File: config.mk
export PLATFORM = sky130hd
export DESIGN_NAME = sha256_stream_hasher
export DESIGN_NICKNAME = d
export VERILOG_FILES = /design/src/rtl/core/sha_pkg.sv /design/src/rtl/core/sha_datapath.sv /design/src/rtl/core/sha_ctrl.sv /design/src/rtl/core/sha256_stream_hasher.sv
export SDC_FILE = /design/constraint.sdc
export NUM_CORES = 2
export LEC_CHECK = 0
export BUFFER_PORTS_ARGS = -buffer_cell sky130_fd_sc_hd__buf_2
export CAP_MARGIN = 5
export CELL_PAD_IN_SITES_DETAIL_PLACEMENT = 1
export CELL_PAD_IN_SITES_GLOBAL_PLACEMENT = 2
export CORE_ASPECT_RATIO = 1.75
export CORE_UTILIZATION = 42
export CTS_BUF_LIST = sky130_fd_sc_hd__clkbuf_8
export DETAILED_ROUTE_END_ITERATION = 10
export PLACE_DENSITY = 0.79
export SKIP_LAST_GASP = 1
export SYNTH_ARGS = -nofsm -noshare
export SYNTH_HDL_FRONTEND = slang
export SYNTH_SLANG_ARGS = --single-unit
File: constraint.sdc
create_clock -name clk -period 13.2 [get_ports clk]
set_input_delay 1.98 -clock clk [delete_from_list [all_inputs] [get_ports clk]]
set_output_delay 1.98 -clock clk [all_outputs]
set_load 0.01 [all_outputs]
File: src/rtl/core/sha_pkg.sv
// ----------------------------------------------------------------------------
// sha_pkg: shared constants, types and the rotate helper for the sha-256 hasher
// ----------------------------------------------------------------------------
package sha_pkg;

	localparam int BlockBytes = 64;
	localparam int LengthPos  = 56;
	localparam logic [7:0] PadByte = 8'h80;

	localparam logic [31:0] InitHash [8] = '{
		32'h6a09e667, 32'hbb67ae85, 32'h3c6ef372, 32'ha54ff53a,
		32'h510e527f, 32'h9b05688c, 32'h1f83d9ab, 32'h5be0cd19
	};

	localparam logic [31:0] RoundConst [64] = '{
		32'h428a2f98,32'h71374491,32'hb5c0fbcf,32'he9b5dba5,32'h3956c25b,32'h59f111f1,
		32'h923f82a4,32'hab1c5ed5,32'hd807aa98,32'h12835b01,32'h243185be,32'h550c7dc3,
		32'h72be5d74,32'h80deb1fe,32'h9bdc06a7,32'hc19bf174,32'he49b69c1,32'hefbe4786,
		32'h0fc19dc6,32'h240ca1cc,32'h2de92c6f,32'h4a7484aa,32'h5cb0a9dc,32'h76f988da,
		32'h983e5152,32'ha831c66d,32'hb00327c8,32'hbf597fc7,32'hc6e00bf3,32'hd5a79147,
		32'h06ca6351,32'h14292967,32'h27b70a85,32'h2e1b2138,32'h4d2c6dfc,32'h53380d13,
		32'h650a7354,32'h766a0abb,32'h81c2c92e,32'h92722c85,32'ha2bfe8a1,32'ha81a664b,
		32'hc24b8b70,32'hc76c51a3,32'hd192e819,32'hd6990624,32'hf40e3585,32'h106aa070,
		32'h19a4c116,32'h1e376c08,32'h2748774c,32'h34b0bcb5,32'h391c0cb3,32'h4ed8aa4a,
		32'h5b9cca4f,32'h682e6ff3,32'h748f82ee,32'h78a5636f,32'h84c87814,32'h8cc70208,
		32'h90befffa,32'ha4506ceb,32'hbef9a3f7,32'hc67178f2
	};

	// byte source for the buffer write port
	typedef enum logic [1:0] {
		BYTE_DATA,
		BYTE_PAD,
		BYTE_ZERO,
		BYTE_LEN
	} byte_sel_t;

	// controller to datapath
	typedef struct packed {
		logic      buf_wr;
		byte_sel_t byte_sel;
		logic      fill_clr;
		logic      len_add;
		logic      len_clr;
		logic      blk_start;
		logic      rnd_step;
		logic      hash_add;
		logic      hash_init;
	} sha_cmd_t;

	// datapath to controller
	typedef struct packed {
		logic [6:0] fill;
		logic       rnd_last;
	} sha_sts_t;

	function automatic logic [31:0] ror32(input logic [31:0] v, input int n);
		ror32 = (v >> n) | (v << (32 - n));
	endfunction

endpackage

File: src/rtl/core/sha_datapath.sv
// ----------------------------------------------------------------------------
// sha_datapath: block buffer, length counter, message schedule and round unit
// ----------------------------------------------------------------------------
module sha_datapath import sha_pkg::*; (
	input  logic        clk,
	input  logic        arst_n,
	input  sha_cmd_t    cmd,
	input  logic [7:0]  data_byte,
	input  logic [2:0]  out_sel,
	output sha_sts_t    sts,
	output logic [31:0] hash_out
);

	// block held as sixteen big-endian words, bytes written into their lanes
	logic [31:0] buf_q [16];
	logic [6:0]  fill_q;
	logic [63:0] len_q;
	logic [31:0] w_q [16];
	logic [31:0] v_q [8];
	logic [31:0] h_q [8];
	logic [5:0]  rnd_q;
	logic [7:0]  wr_byte;
	logic [31:0] wt, x15, x2, t1, t2, e, a, sg0, sg1;
	logic [2:0]  len_pos;

	assign len_pos = fill_q[2:0];

	always_comb begin
		case (cmd.byte_sel)
			BYTE_DATA: wr_byte = data_byte;
			BYTE_PAD:  wr_byte = PadByte;
			BYTE_ZERO: wr_byte = 8'h00;
			default:   wr_byte = len_q[8 * (7 - len_pos) +: 8];
		endcase
	end

	// schedule and round, one round per cycle
	always_comb begin
		x15 = w_q[4'(rnd_q - 6'd15)];
		x2  = w_q[4'(rnd_q - 6'd2)];
		sg0 = ror32(x15, 7) ^ ror32(x15, 18) ^ (x15 >> 3);
		sg1 = ror32(x2, 17) ^ ror32(x2, 19) ^ (x2 >> 10);
		if (rnd_q < 6'd16) begin
			wt = buf_q[rnd_q[3:0]];
		end else begin
			wt = w_q[rnd_q[3:0]] + sg0 + w_q[4'(rnd_q - 6'd7)] + sg1;
		end
		e  = v_q[4];
		a  = v_q[0];
		t1 = v_q[7] + (ror32(e, 6) ^ ror32(e, 11) ^ ror32(e, 25))
		     + ((e & v_q[5]) ^ (~e & v_q[6])) + RoundConst[rnd_q] + wt;
		t2 = (ror32(a, 2) ^ ror32(a, 13) ^ ror32(a, 22))
		     + ((a & v_q[1]) ^ (a & v_q[2]) ^ (v_q[1] & v_q[2]));
	end

	always_ff @(posedge clk) begin
		if (cmd.buf_wr) buf_q[fill_q[5:2]][8 * (3 - fill_q[1:0]) +: 8] <= wr_byte;
		if (cmd.blk_start) begin
			for (int j = 0; j < 8; j++) v_q[j] <= h_q[j];
		end else if (cmd.rnd_step) begin
			w_q[rnd_q[3:0]] <= wt;
			v_q[7] <= v_q[6];
			v_q[6] <= v_q[5];
			v_q[5] <= e;
			v_q[4] <= v_q[3] + t1;
			v_q[3] <= v_q[2];
			v_q[2] <= v_q[1];
			v_q[1] <= a;
			v_q[0] <= t1 + t2;
		end
	end

	always_ff @(posedge clk or negedge arst_n) begin
		if (!arst_n) begin
			fill_q <= '0;
			len_q  <= '0;
			rnd_q  <= '0;
			for (int j = 0; j < 8; j++) h_q[j] <= InitHash[j];
		end else begin
			if (cmd.fill_clr)    fill_q <= '0;
			else if (cmd.buf_wr) fill_q <= fill_q + 7'd1;
			if (cmd.len_clr)      len_q <= '0;
			else if (cmd.len_add) len_q <= len_q + 64'd8;
			if (cmd.blk_start)     rnd_q <= '0;
			else if (cmd.rnd_step) rnd_q <= rnd_q + 6'd1;
			if (cmd.hash_init) begin
				for (int j = 0; j < 8; j++) h_q[j] <= InitHash[j];
			end else if (cmd.hash_add) begin
				for (int j = 0; j < 8; j++) h_q[j] <= h_q[j] + v_q[j];
			end
		end
	end

	assign sts.fill       = fill_q;
	assign sts.rnd_last   = (rnd_q == 6'd63);
	assign hash_out       = h_q[out_sel];

endmodule

File: src/rtl/core/sha_ctrl.sv
// ----------------------------------------------------------------------------
// sha_ctrl: sequencer for byte intake, padding, compression and digest output
// ----------------------------------------------------------------------------
module sha_ctrl import sha_pkg::*; (
	input  logic       clk,
	input  logic       arst_n,
	input  logic       in_valid,
	output logic       in_ready,
	input  logic       has_byte,
	input  logic       end_of_message,
	input  sha_sts_t   sts,
	output sha_cmd_t   cmd,
	output logic       out_valid,
	input  logic       out_ready,
	output logic [2:0] out_sel
);

	typedef enum logic [2:0] {
		ST_IDLE, ST_START, ST_ROUND, ST_ADD, ST_PAD, ST_FILL, ST_OUT
	} state_t;

	state_t     state_q;
	logic       fin_q;     // closing in progress
	logic       pad_q;     // pad byte already written
	logic       lenblk_q;  // the block being filled carries the length
	logic [2:0] idx_q;
	logic       acc;

	assign in_ready  = (state_q == ST_IDLE);
	assign acc       = in_valid && in_ready;
	assign out_valid = (state_q == ST_OUT);
	assign out_sel   = idx_q;

	always_comb begin
		cmd = '0;
		cmd.byte_sel = BYTE_DATA;
		unique case (state_q)
			ST_IDLE: begin
				if (acc && has_byte) begin
					cmd.buf_wr  = 1'b1;
					cmd.len_add = 1'b1;
				end
			end
			ST_START: cmd.blk_start = 1'b1;
			ST_ROUND: cmd.rnd_step  = 1'b1;
			ST_ADD: begin
				cmd.hash_add = 1'b1;
				cmd.fill_clr = 1'b1;
			end
			ST_PAD: begin
				cmd.buf_wr   = 1'b1;
				cmd.byte_sel = BYTE_PAD;
			end
			ST_FILL: begin
				cmd.buf_wr   = 1'b1;
				cmd.byte_sel = (lenblk_q && sts.fill >= 7'(LengthPos)) ? BYTE_LEN : BYTE_ZERO;
			end
			ST_OUT: begin
				if (out_ready && idx_q == 3'd7) begin
					cmd.hash_init = 1'b1;
					cmd.len_clr   = 1'b1;
				end
			end
			default: ;
		endcase
	end

	always_ff @(posedge clk or negedge arst_n) begin
		if (!arst_n) begin
			state_q  <= ST_IDLE;
			fin_q    <= 1'b0;
			pad_q    <= 1'b0;
			lenblk_q <= 1'b0;
			idx_q    <= '0;
		end else begin
			unique case (state_q)
				ST_IDLE: begin
					if (acc) begin
						fin_q <= end_of_message;
						if (has_byte && sts.fill == 7'(BlockBytes - 1)) state_q <= ST_START;
						else if (end_of_message) state_q <= ST_PAD;
					end
				end
				ST_START: state_q <= ST_ROUND;
				ST_ROUND: if (sts.rnd_last) state_q <= ST_ADD;
				ST_ADD: begin
					if (!fin_q) state_q <= ST_IDLE;
					else if (lenblk_q) begin
						pad_q    <= 1'b0;
						lenblk_q <= 1'b0;
						state_q  <= ST_OUT;
						idx_q    <= '0;
					end else if (pad_q) begin
						// pad block without room for the length: zeros then length
						lenblk_q <= 1'b1;
						state_q  <= ST_FILL;
					end else state_q <= ST_PAD;
				end
				ST_PAD: begin
					// room for the length after the pad byte decides one or two blocks
					pad_q    <= 1'b1;
					lenblk_q <= (sts.fill < 7'(LengthPos));
					if (sts.fill == 7'(BlockBytes - 1)) state_q <= ST_START;
					else state_q <= ST_FILL;
				end
				ST_FILL: if (sts.fill == 7'(BlockBytes - 1)) state_q <= ST_START;
				ST_OUT: begin
					if (out_ready) begin
						idx_q <= idx_q + 3'd1;
						if (idx_q == 3'd7) begin
							state_q <= ST_IDLE;
							fin_q   <= 1'b0;
						end
					end
				end
				default: state_q <= ST_IDLE;
			endcase
		end
	end

endmodule

File: src/rtl/core/sha256_stream_hasher.sv
// ----------------------------------------------------------------------------
// sha256_stream_hasher: byte-stream sha-256 with padding and digest output
// ----------------------------------------------------------------------------
// a byte transaction is taken only in the idle state; the 64th byte of a block
// starts a compression (load, 64 rounds of the single round unit, hash
// add) during which no transaction is taken. a closing transaction writes the
// pad byte and zero/length bytes one per cycle up to the end of the block,
// runs one or two compressions and then offers the eight digest words h0
// first, one per output transaction, after which the hash returns to its
// initial values. no input is taken while the digest is being delivered.
module sha256_stream_hasher import sha_pkg::*; (
	input  logic        clk,
	input  logic        arst_n,
	input  logic        in_valid,
	output logic        in_ready,
	input  logic [7:0]  data_byte,
	input  logic        has_byte,
	input  logic        end_of_message,
	output logic        out_valid,
	input  logic        out_ready,
	output logic [31:0] digest_word,
	output logic [2:0]  word_index,
	output logic        last_word
);

	sha_cmd_t cmd;
	sha_sts_t sts;
	logic [2:0] out_sel;

	// sequencer
	sha_ctrl u_ctrl (
		.clk, .arst_n, .in_valid, .in_ready, .has_byte, .end_of_message,
		.sts, .cmd, .out_valid, .out_ready, .out_sel
	);

	// buffer, schedule and round unit
	sha_datapath u_dp (
		.clk, .arst_n, .cmd, .data_byte, .out_sel, .sts, .hash_out(digest_word)
	);

	assign word_index = out_sel;
	assign last_word  = (out_sel == 3'd7);

endmodule

Word level (Yosys, flattened, before mapping)
Memory sizes are Yosys's and may differ from the RTL's.
Cells that the tools add are included.
{"block": "word_totals", "ff_bits": 342, "latchBits": 0, "ramBits": 1280, "mem_bits_ro": 2048, "in_bits": 14, "output_inout_bits": 38, "elab_cells": 199, "mem_count": 4}
{"block": "op_classes", "add_sub_neg": 28, "multipliers": 0, "div_mod_pow": 0, "order_cmp": 5, "eq_ne": 19, "shifts": 3, "muxes": 67, "bitwise": 37, "reduce_logical": 20}
{"name": "(no name shown)", "depth": 64, "width": 32, "rd": 1, "rd_ports_with_merged_regs": 0, "write_ports": 0, "line_no": "sha_datapath.sv:51", "rtl": "+ ((e & v_q[5]) ^ (~e & v_q[6])) + RoundConst[rnd_q] + wt;"}
{"name": "u_dp.buf_q", "depth": 16, "width": 32, "rd": 1, "rd_ports_with_merged_regs": 0, "write_ports": 1, "line_no": "sha_datapath.sv:15", "rtl": "logic [31:0] buf_q [16];"}
{"name": "u_dp.w_q", "depth": 16, "width": 32, "rd": 4, "rd_ports_with_merged_regs": 0, "write_ports": 1, "line_no": "sha_datapath.sv:18", "rtl": "logic [31:0] w_q [16];"}
{"name": "u_dp.v_q", "depth": 8, "width": 32, "rd": 8, "rd_ports_with_merged_regs": 0, "write_ports": 8, "line_no": "sha_datapath.sv:19", "rtl": "logic [31:0] v_q [8];"}
{"op": "32-bit adder", "n": 18}
{"op": "256-bit 2-to-1 mux", "n": 2}
{"op": "32-bit 2-to-1 mux", "n": 14}
{"op": "32-bit XOR", "n": 9}
{"op": "32-bit AND", "n": 5}
{"op": "64-bit 2-to-1 mux", "n": 2}
{"op": "32-bit binary-select mux with 3-bit select", "n": 1}
{"op": "64-bit by 4-bit adder with 64-bit output, second input constant", "n": 1}
{"op": "64-bit by 33-bit indexed part select with 8-bit output", "n": 1}
{"op": "3-bit 2-to-1 mux", "n": 13}
{"op": "32-bit negator with 34-bit output", "n": 1}
{"op": "8-bit by 34-bit variable shift with 32-bit output, first input constant", "n": 1}
{"op": "8-bit by 34-bit indexed part select with 32-bit output", "n": 1}
{"op": "32-bit inverter", "n": 1}
{"op": "10-bit by 32-bit OR with 32-bit output", "n": 1}
{"op": "13-bit by 32-bit OR with 32-bit output", "n": 1}
{"op": "14-bit by 32-bit OR with 32-bit output", "n": 1}
{"op": "15-bit by 32-bit OR with 32-bit output", "n": 1}
{"op": "19-bit by 32-bit OR with 32-bit output", "n": 1}
{"op": "21-bit by 32-bit OR with 32-bit output", "n": 1}
{"op": "25-bit by 32-bit OR with 32-bit output", "n": 1}
{"op": "26-bit by 32-bit OR with 32-bit output", "n": 1}
{"op": "30-bit by 32-bit OR with 32-bit output", "n": 1}
{"op": "7-bit by 32-bit OR with 32-bit output", "n": 1}
{"op": "other kinds (45)", "n": 99}

Depth between registers and ports, before layout
An unclocked memory read counts as a cell.
{"block": "logic_depth", "word_depth": 12, "ltp_mapped": 56, "depth_no_buf": 51}

By module
Synthesis repeated with hierarchy kept, for this count alone.
{"block": "hier_totals", "hier_cells": 8619, "hier_area_um2": 102917.5}
{"mod": "sha_datapath", "instances": 1, "cells_each": 8535, "area_per_inst_um2": 102221.8}
{"mod": "sha_ctrl", "instances": 1, "cells_each": 83, "area_per_inst_um2": 689.4}
{"mod": "sha256_stream_hasher", "instances": 1, "cells_each": 1, "area_per_inst_um2": 6.3}

Worst setup path before layout
OpenSTA, ideal clock, no wires.
{"block": "synth_timing", "kind": "register to register", "startpoint": "register u_dp.rnd_q[2]", "endpoint": "memory u_dp.v_q[0][30] (data pin)", "t_arrival_ns": 12.484, "required_time_ns": 12.933, "setup_slack_ns": 0.449, "path_stages_with_launch": 46, "path_buffers": 8, "path_cell_list": "dfrtp_1 -> clkinv_1 -> clkbuf_1 -> clkbuf_1 -> ha_1 -> clkbuf_1 -> buf_2 -> buf_1 -> buf_2 -> clkbuf_1 -> buf_2 -> mux4_2 -> inv_1 -> fa_1 -> fa_1 -> inv_1 -> ha_1 -> fa_1 -> [... 10 more ...] -> or3_1 -> a31o_2 -> a21o_1 -> a21o_1 -> a21oi_1 -> xnor2_1 -> fa_1 -> ha_1 -> and4_1 -> nand2_1 -> a2111oi_0 -> o311ai_0 -> o21ai_0 -> a31oi_1 -> o2bb2ai_1 -> o21ai_0 -> xnor2_1 -> o21ai_0"}
{"item": "start, declared", "line_no": "sha_datapath.sv:21", "rtl": "logic [5:0] rnd_q;"}
{"item": "start signal, assigned", "line_no": "sha_datapath.sv:85", "rtl": "else if (cmd.rnd_step) rnd_q <= rnd_q + 6'd1;"}
{"item": "end, declared", "line_no": "sha_datapath.sv:19"}

==> parameters.txt <==
Parameter                              Value

Status
  Status    finished, final reports clean

Worst setup path
  Required time of the critical path    13.87 ns
  Capturing element type of the critical path    flip-flop
  Reg2Reg Launch Point    u_dp.rnd_q[1]$_DFFE_PN0P_
  Cell occurring most often along the worst timing path    inv_1
  Worst setup SP type    flip-flop
  Worst flop-to-flop path endpoint    u_dp.v_q[0][31]$_DFFE_PP_
  Worst-case reg-to-reg path depth    48
  Minimum setup slack among reg-to-reg paths    roughly 0.52 ns
  Master of the slowest instance on the critical path    xnor2_1
  Largest incremental delay on the critical path    0.63 ns
  Kind of critical path    reg -> reg
  CP Data Arrival Time    13.35 ns
  Maximum fanout along the worst path    6

GRT
  Wire length of the first global-routing pass    561 mm
  Overflow after GRT    0
  Vias in the first global route    80114
  Global Route Usage Sum    31.7%
  Initial antenna violation count    5
  Largest net degree at the start of global routing    133

CTS
  CTS root buf    clkbuf_8
  Clock Pin Slew Worst Setup and Hold Paths    0.07 ns
  Worst-Skew Late Latency    slightly below 1 ns
  Number of buffers inserted by post-CTS setup repair    0
  Total number of H-tree levels    5
  Maximum root-to-sink buffer count    4
  TritonCTS clock tree    done
  Count of clock tree sinks    1619
  Cts bufs inserted    266

Timing
  Headroom to the max-slew limit    12.2%
  Clock skew    0.0996 ns
  Part of the cycle the worst path needs    96.1%
  Final worst setup slack    ~0.52 ns
  Final hold viol count    0
  Highest clock frequency the design can meet    78.9 MHz
  Final count of pins violating max slew    0
  Tightest Pin Transition    1.32 ns
  Finish-stage setup viols    0
  Setup repair after global routing missed its margin    yes
  Minimum clock period after layout    about 13 ns

Yosys
  Mean Syn Cell Area    about 12 sq um
  Most instantiated flip-flop cell in the synthesis netlist    edfxtp_1
  Count of different cell masters after synthesis    ~110
  Number of standard cells after synthesis    8420
  Cells taking the most area after synthesis    edfxtp_1 38%, mux4_2 14%, dfrtp_1 5.0%, ha_1 4.9%, nand2_1 3.9%
  Async set or reset register ratio after synthesis    20.9%
  Count leader, synth    edfxtp_1
  Post-synthesis sequential element count    around 1600
  Warning count from the yosys run    0
  Number of synthesized flops with an enable pin    around 1300
  Number of nets produced by synthesis    9032
  Netlist Area Pre-Place    0.102 sq mm
  Largest area contributor in the synthesized netlist    edfxtp_1
  Area share of the leading cell type in the synthesized netlist    a little under two fifths
  Synth cell count leaders    1280 x edfxtp_1, 1050 x nand2_1, 645 x mux4_2
  Portion of the post-synthesis area used by sequential elements    46.1%

Hold path
  Cell depth of the worst min-delay path    1
  Hold wc startpoint    u_ctrl.pad_q$_DFFE_PN0P_
  Endpoint of the worst hold path    u_ctrl.pad_q$_DFFE_PN0P_
  Worst hold path type    reg -> reg

Route
  Vias    around 74000
  Drc violations    0
  Detailed router's first-iteration violation count    5935
  Drt pass-1 iters    5
  Per-cell via count in the routed design    6.27
  Antenna Nets Post-Route    0
  Average wire length per cell after detail routing    33.0 microns
  DRT Wirelength    slightly below 400 mm

Floorplanning
  Core region area    roughly 0.24 sq mm
  Num rows    239
  Die span in y    654 microns
  Effective utilization at floorplan    42.2%
  Die area    0.245 sq mm
  Die extent in x    375 microns
  Boundary Pins    52

Finish
  Fin area    roughly 0.11 sq mm
  Synth-to-Final Area Change    9.56%
  Share of final-layout standard cells stronger than drive strength 1    a little under a fifth
  Number of nets in the layout    9119

Pwr
  Pwr Density    between 80 and 90 mW/mm^2
  Total Power    9.91 mW
  Leakage dissipation    40.4 nW
  Worst vdd rail ir drop    ~0.000075 V

Place
  Count of buffers from port buffering    51
  RePlAce Congestion    a little under 1
  Cell area after placement    0.107 sq mm
  Dpl ws    -0.0409 ns
  Half-perimeter wire length after detailed placement    approximately 290 mm

Job
  Reported max-cap violation count    0
state kept, by name (all words and copies together) (netlist names):
register,count
u_dp.w_q,512
u_dp.h_q,256
u_ctrl.fin_q,1
u_dp.rnd_q,6
u_ctrl.pad_q,1
u_dp.v_q,256
u_dp.len_q,61
u_dp.fill_q,7
u_ctrl.lenblk_q,1
u_ctrl.state_q,3
u_dp.buf_q,512
u_ctrl.out_sel,3
worst max-delay path by stage:
| stage | start | to | slack, ns | depth (start not counted) |
|---|---|---|---|---|
| 6_report | u_dp.rnd_q[1]$_DFFE_PN0P_ | u_dp.v_q[0][31]$_DFFE_PP_ | 0.52 | 48 |
| 5_1_grt | u_dp.rnd_q[0]$_DFFE_PN0P_ | u_dp.v_q[0][28]$_DFFE_PP_ | -0.03 | 40 |
| 4_1_cts | u_dp.rnd_q[0]$_DFFE_PN0P_ | u_dp.v_q[0][30]$_DFFE_PP_ | 0.20 | 40 |
| 3_5_place_dp | u_dp.rnd_q[0]$_DFFE_PN0P_ | u_dp.v_q[0][30]$_DFFE_PP_ | -0.04 | 40 |
| 3_3_place_gp | u_dp.rnd_q[0]$_DFFE_PN0P_ | u_dp.v_q[0][30]$_DFFE_PP_ | 0.08 | 41 |
| 2_1_floorplan | u_dp.rnd_q[2]$_DFFE_PN0P_ | u_dp.v_q[0][30]$_DFFE_PP_ | 0.45 | 45 |
cell families after synthesis:
| kind of cell | after synthesis | synth area share [%] |
|---|---|---|
| AOI/OAI and AO/OA | 1692 | 10.4 |
| DFF | 1619 | 46.1 |
| xor gates and xnor gates | 639 | 5.49 |
| buffers and inverters | 870 | 3.31 |
| adders and majority gates | 616 | 8.94 |
| muxes | 879 | 16.7 |
| and+or+nand+nor | 2105 | 9.03 |
layer usage:
| layer | vias up | share of wire (%) | GRT usage [%] |
|---|---|---|---|
| met2 | 2926 | 53 | 57.9 |
| li1 | 31654 | - | - |
| met1 | 38573 | 32 | 31.2 |
| met5 | - | 0.0038 | 0 |
| met3 | 1130 | 5.0 | 4.56 |
| met4 | 2 | 10 | 27.9 |
critical path: cells and delay by family, from the launching register on:
family / cells / cell delay, ns
compound gates: 20 / 4.35
flops: 1 / 0.53
mux: 2 / 0.90
simple gates: 2 / 0.16
fa+ha+maj: 10 / 4.23
buf+inv: 8 / 0.75
xor+xnor: 6 / 1.49
timing repair:
action                     in CTS  in global routing
gates resized for setup         1                  5
setup endpoints to repair       2                  8
cloned                          0                  0
hold buffers                    0                  0
final cells by class:
class,instances,area [sq um]
antenna,9,22.5
clock inverter,184,1040
sequential,1619,47100
multi-input combinational,5931,51900
fill,25111,130000
tap,3133,3920
inverter,392,1480
clock buffer,290,3990
timing repair buffer,297,2390
cells in the final DEF, fill, tap and decap left out, types with 49 or more instances in the layout:
cell type  instances
fa_1             195
buf_2             50
inv_1            465
xnor2_1          362
nand2_1         1045
nor2b_1           53
nand3_1          157
nor3_1            93
clkbuf_8         290
xor2_1           274
a31oi_1           49
ha_1             399
o221ai_1          66
a21oi_1          489
o21ai_0          442
a21o_1           207
buf_4            223
nor2_1           459
dfrtp_1          194
nand2b_1          55
mux2i_1          179
o21a_1            52
mux4_2           645
dfstp_2          136
edfxtp_1        1280
metrics by stage:
step | utilization [%] | TNS [ns] | hold WS, ns | cells
finish | 46.2 | 0 | 0.471 | 11855
global route | 46.2 | -0.0354 | 0.504 | 11850
CTS | 46.2 | 0 | 0.472 | 11846
detailed placement | 44.1 | -0.0409 | 0.458 | 11372
global placement | 44.1 | 0 | 0.454 | 11372
floorplan | - | 0 | 0.442 | 8420
where the power goes:
| part | internal (mW) | switching (mW) | leakage, nW |
|---|---|---|---|
| clock network | 2.19 | 2.22 | 2.84 |
| registers | 5.45 | 0.000623 | 14.8 |
| logic | 0.00472 | 0.0392 | 22.8 |
Note: power is estimated with default switching activity, not from simulation.
